--- config.mk ---
export PLATFORM = sky130hd
export DESIGN_NAME = uart_rm_regs
export DESIGN_NICKNAME = d
export VERILOG_FILES = /design/src/design/uart_rm_pkg.sv /design/src/design/uart_rm_regs.sv
export SDC_FILE = /design/constraint.sdc
export NUM_CORES = 1
export LEC_CHECK = 0
export ABC_AREA = 1
export BUFFER_PORTS_ARGS = -buffer_cell sky130_fd_sc_hd__buf_2
export CORE_MARGIN = 2
export CORE_UTILIZATION = 40
export CTS_CLUSTER_DIAMETER = 50
export DETAILED_ROUTE_END_ITERATION = 16
export GPL_TIMING_DRIVEN = 0
export PLACE_DENSITY_LB_ADDON = 0.3
export SLEW_MARGIN = 20
export SYNTH_ARGS = -nofsm -noshare
export SYNTH_HDL_FRONTEND = slang
export SYNTH_SLANG_ARGS = --single-unit
--- constraint.sdc ---
create_clock -name clk -period 2.4 [get_ports clk]
set_input_delay 0 -clock clk [delete_from_list [all_inputs] [get_ports clk]]
set_output_delay 0 -clock clk [all_outputs]
set_load 0.1 [all_outputs]
--- src/design/uart_rm_pkg.sv ---
package uart_rm_pkg;

  // Request opcodes
  localparam logic [1:0] OP_READ  = 2'd0;
  localparam logic [1:0] OP_WRITE = 2'd1;
  localparam logic [1:0] OP_HOST  = 2'd2;

  // Register offsets
  localparam logic [2:0] OFF_DATA = 3'd0;
  localparam logic [2:0] OFF_IER  = 3'd1;
  localparam logic [2:0] OFF_IIR  = 3'd2;
  localparam logic [2:0] OFF_LCR  = 3'd3;
  localparam logic [2:0] OFF_LSR  = 3'd5;
  localparam logic [2:0] OFF_SCR  = 3'd7;

  // Interrupt identification codes
  localparam logic [7:0] IIR_NONE = 8'h01;
  localparam logic [7:0] IIR_TX   = 8'h02;
  localparam logic [7:0] IIR_RX   = 8'h04;

  localparam logic [7:0] LSR_RESET = 8'h60;

  // Bit positions
  localparam int DLAB_BIT  = 7;
  localparam int DR_BIT    = 0;
  localparam int IER_RX_EN = 0;
  localparam int IER_TX_EN = 1;

  typedef struct packed {
    logic [1:0] opcode;
    logic [2:0] offset;
    logic [7:0] wr_data;
  } req_t;

  typedef struct packed {
    logic [7:0] read_data;
    logic       tx_valid;
    logic [7:0] tx_byte;
    logic       irq_level;
    logic       rx_dropped;
  } result_t;

endpackage

--- src/design/uart_rm_regs.sv ---
module uart_rm_regs (
  input  logic                 clk,
  input  logic                 rst_n,
  input  logic                 req_accept,
  input  uart_rm_pkg::req_t    req,
  output uart_rm_pkg::result_t res
);
  import uart_rm_pkg::*;

  logic [7:0] rf_r   [8];
  logic [7:0] rf_nxt [8];
  logic [7:0] dl_r   [2];
  logic [7:0] dl_nxt [2];
  logic       irq_r;
  logic       irq_nxt;

  logic dlab;
  logic tx_en;
  logic rx_en;
  logic rx_pend;
  logic dl_sel;

  assign dlab    = rf_r[OFF_LCR][DLAB_BIT];
  assign tx_en   = rf_r[OFF_IER][IER_TX_EN];
  assign rx_en   = rf_r[OFF_IER][IER_RX_EN];
  assign rx_pend = (rf_r[OFF_IIR] == IIR_RX);
  assign dl_sel  = dlab && (req.offset[2:1] == 2'b00);

  always_comb begin
    rf_nxt         = rf_r;
    dl_nxt         = dl_r;
    irq_nxt        = irq_r;
    res.read_data  = 8'h00;
    res.tx_valid   = 1'b0;
    res.tx_byte    = 8'h00;
    res.rx_dropped = 1'b0;
    case (req.opcode)
      OP_READ: begin
        if (dl_sel) begin
          res.read_data = dl_r[req.offset[0]];
        end else if (req.offset == OFF_SCR) begin
          res.read_data = 8'h00;
        end else if (req.offset == OFF_IIR) begin
          res.read_data = rf_r[OFF_IIR];
          // keep a transmit interrupt behind a serviced receive one
          if (rx_pend && tx_en) begin
            rf_nxt[OFF_IIR] = IIR_TX;
          end else begin
            rf_nxt[OFF_IIR] = IIR_NONE;
            irq_nxt         = 1'b0;
          end
        end else if (req.offset == OFF_DATA) begin
          res.read_data          = rf_r[OFF_DATA];
          rf_nxt[OFF_LSR][DR_BIT] = 1'b0;
        end else begin
          res.read_data = rf_r[req.offset];
        end
      end
      OP_WRITE: begin
        if (dl_sel) begin
          dl_nxt[req.offset[0]] = req.wr_data;
        end else if (req.offset == OFF_DATA) begin
          res.tx_valid = 1'b1;
          res.tx_byte  = req.wr_data;
          if (tx_en && !rx_pend) begin
            rf_nxt[OFF_IIR] = IIR_TX;
            irq_nxt         = 1'b1;
          end
        end else begin
          rf_nxt[req.offset] = req.wr_data;
        end
      end
      OP_HOST: begin
        if (rf_r[OFF_LSR][DR_BIT]) begin
          res.rx_dropped = 1'b1;
        end else begin
          rf_nxt[OFF_DATA]        = req.wr_data;
          rf_nxt[OFF_LSR][DR_BIT] = 1'b1;
          if (rx_en) begin
            rf_nxt[OFF_IIR] = IIR_RX;
            irq_nxt         = 1'b1;
          end
        end
      end
      default: begin
      end
    endcase
    res.irq_level = irq_nxt;
  end

  always_ff @(posedge clk) begin
    if (!rst_n) begin
      rf_r    <= '{8'h00, 8'h00, IIR_NONE, 8'h00, 8'h00, LSR_RESET, 8'h00, 8'h00};
      dl_r[0] <= 8'h00;
      dl_r[1] <= 8'h00;
      irq_r   <= 1'b0;
    end else if (req_accept) begin
      rf_r  <= rf_nxt;
      dl_r  <= dl_nxt;
      irq_r <= irq_nxt;
    end
  end

endmodule

# After elaboration in Yosys (flattened, before gate mapping)
# Index checks and enable logic that the tools add are counted.
# totals
output_inout_bits	19
inputBits	16
elab_cells	102
regBits	81
# classes
n_lt_le_gt_ge	4
mux	51
n_reduce_logical	16
bitwise	4
n_eq_ne	15
# op_table
op	count
8-bit 2-to-1 mux	20
64-bit bitwise mux	1
64-bit 2-to-1 mux	1
40-bit 2-to-1 mux	1
9-bit 2-to-1 mux	3
8-bit binary-select mux with 3-bit select	1
8-bit demux with 3-bit select	1
8-bit one-hot mux with 3 select lines	1
2-bit inequality test (second input constant)	9
16-bit bitwise mux	1
16-bit 2-to-1 mux	1
8-bit one-hot mux with 2 select lines	1
1-bit 2-to-1 mux	15
9-bit AND reduction	1
8-bit demux with 1-bit select	1
8-bit by 3-bit == test with 1-bit output (second input constant)	1
8-bit AND reduction	1
1-bit one-hot mux with 3 select lines	2
1-bit logical AND	5
5-bit AND reduction	1
4-bit greater-or-equal comparator (second input constant)	1
2-bit logical NOT	2
4-bit by 1-bit < comparator with 1-bit output (second input constant)	1
3-bit NOT with 4-bit output	1
16 further kinds	17

# Longest topological paths before layout
# logic_depth
ltp_word	9
mapped_depth	12
mapped_depth_nobuf	12

# Worst setup path before layout
# OpenSTA, ideal clock, no wires.
# synth_path
path_kind	input-to-output
from	input req[10] (netlist name)
to	output res[2] (netlist name)
setup_slack_ps	-1183
path_buffers	2
required_ps	2400
path_stages	7
arrival_time_ps	3583
cell_sequence	buf_4 nor2_4 buf_4 nand3_1 nor2_1 inv_1 nor2_1
# synth_lines
element	line_no	rtl
from (decl)	uart_rm_regs.sv:5	input uart_rm_pkg::req_t req,
to (decl)	uart_rm_regs.sv:6	output uart_rm_pkg::result_t res

==> flow_metrics.tcl <==
set metrics [dict create \
    clockBufferDepth 2 \
    grt_antenna_before_repair 0 \
    grtUsageTotal 0.244 \
    async_flop_share 0 \
    worst_hold_path_type "in2reg" \
    via_count 3941 \
    dp.cells 715 \
    rows 35 \
    cts_tree "built" \
    seq_area_frac_synth 0.385 \
    cts_hold_buf 6 \
    path_clk_slew_ps 80 \
    io_buffer_count 32 \
    start_util 0.411 \
    drv_slew 0 \
    power.density_mw_per_mm2 583 \
    ant_nets 0 \
    cts_sinks 73 \
    status "finished clean" \
    dp_hpwl_um 8700 \
    cp.arrival_ps 1980 \
    syn_inst 554 \
    cp_max_fo 9 \
    clk_latency_ps 350 \
    synth.most_common_cell "nand2_1" \
    setup_viol 0 \
    synth_top_area_share 0.385 \
    root_buffer "clkbuf_8" \
    cts_made_buffers 9 \
    synth_seq_cells 73 \
    diodes 0 \
    vdd_drop_max_mv 0.275 \
    synth_area_leaders "dfxtp_1 (38%), nand2_1 (11%), a21oi_1 (9.5%)" \
    path_class "reg2out" \
    io_pins 35 \
    grt_pass1_vias 3847 \
    worst_slew_pin_slew_ps 730 \
    die_width_um 101 \
    route.detailed.drc 0 \
    hold_viol_final 0 \
    relSlewSlack 0.513 \
    die_h_um 101 \
    yosysWarnings 0 \
    layout.nets 623 \
    stdcell_count 736 \
    synth_top_area_cell "dfxtp_1" \
    cts_resized 0 \
    dominantRegCellSynth "dfxtp_1" \
    power.leakage_nw 1.91 \
    syn-cell-area_mm2 0.00380 \
    wl_um 11900 \
    via_per_inst 5.35 \
    layout-drive-gt1-share 0.147 \
    die_area_mm2 0.0103 \
    rsz0062_at_grt "no" \
    whs_path_depth 3 \
    cp.required_ps 2400 \
    drtPass1Iterations 5 \
    post-route-period-util 0.826 \
    core_area_mm2 0.00924 \
    overflow 0 \
    fin_area_mm2 0.00441 \
    h-tree-depth 3 \
    post_cts_buffers 0 \
    cp-end-kind "primary output" \
    gp_congestion 0.901 \
    min_period_ps 1980 \
    dpl_cell_area_mm2 0.00417 \
    yosysUniqueCellTypes 28 \
    drt-initial-drc-count 352 \
    syn_nets 574 \
    synth_edf_count 0 \
    grt_max_degree 13 \
    r2r_cells 8 \
    syn2layout_area_growth_pct 16.2 \
    worstSetupStartpointType "flop" \
    wl_per_cell_um 16.1 \
    max_freq_ghz 0.504 \
    clock_skew_ps 8.38 \
    avgSynthCellArea_um2 6.86 \
    grt_pass1_wl_um 19500 \
    synth_common_cells "nand2_1 (113), dfxtp_1 (73), a21oi_1 (72), inv_1 (63), o21ai_0 (52)" \
    maxCapViolations 0 \
]
## where the power goes
group	switching [mW]	total, mW	internal, mW
Sequential	0.0114	1.24	1.23
Combinational	0.283	0.383	0.100
Clock	0.472	0.948	0.475
Total	0.767	2.57	1.81
## cells in the final DEF, fill, tap and decap left out, types with 2 or more instances in the layout
cell           instances
nand2_1              113
dfxtp_1               73
a21oi_1               72
inv_1                 63
o21ai_0               52
nand3_1               43
buf_2                 39
nor2_1                36
clkbuf_1              13
nor2_4                11
nand4_1               11
o211ai_1               9
clkbuf_8               9
mux2i_1                8
o221ai_1               8
buf_4                  6
dlygate4sd3_1          6
nor2_2                 4
nand2_2                4
clkinv_1               4
ha_1                   4
inv_2                  3
nand3_2                2
buf_6                  2
clkinv_2               2
clkinv_4               2
## worst max-delay path: stages, from the launching register on
cell and delay, ps:
dfxtp_1 450, nand2_2 130, inv_4 110, nand2_1 230, o21ai_0 270, buf_2 460
## cell families (layout without fill, tap and decap cells)
logic type | Yosys count | after routing | synth area share
buffers and inverters | 100 | 153 | 0.112
adder cells (fa/ha/maj) | 4 | 4 | 0.0132
multiplexers | 8 | 8 | 0.0211
AND/OR/NAND/NOR | 226 | 226 | 0.265
AO/OA/AOI/OAI | 143 | 143 | 0.204
flip-flops | 73 | 73 | 0.385
## flip-flops by register name (all words and copies together), names as in the netlist
signal  count
irq_r       1
dl_r       16
rf_r       55
dlab        1
## path summary, 6_finish.rpt
check        startpoint        to  slack [ps]
max reg2reg        dlab  rf_r[32]         800
max                dlab   res[13]         420
min reg2reg     rf_r[8]   rf_r[8]         450
min              req[7]  rf_r[63]          10
## cell type report
| cell class | instances | area, µm² |
|---|---|---|
| clock buffer | 10 | 128 |
| inverter | 71 | 269 |
| clock inverter | 5 | 57.6 |
| multi-input combinational | 381 | 1960 |
| fill | 959 | 4830 |
| timing repair buffer | 38 | 220 |
| sequential | 73 | 1460 |
| tap | 129 | 161 |
| buffer | 29 | 156 |
## layer usage
layer	vias to the layer above	wire length [µm]	track usage
met5	-	0	0
met4	0	318	0.0842
met3	28	869	0.0421
met2	180	5310	0.393
met1	1814	5390	0.332
li1	1919	-	-
## stage by stage
stage          total power [mW]  TNS (ps)  hold WS, ps   util  worst slack [ps]
2_1_floorplan              1.53     -5380          135      -              -447
3_3_place_gp               1.64         0          342  0.451               550
3_5_place_dp               1.64         0          343  0.451               580
4_1_cts                    2.58         0        0.549  0.478               436
5_1_grt                    2.68         0         19.2  0.478               286
6_report                   2.57         0         14.9  0.478               418
No activity file was read; power rests on OpenSTA's default activity.
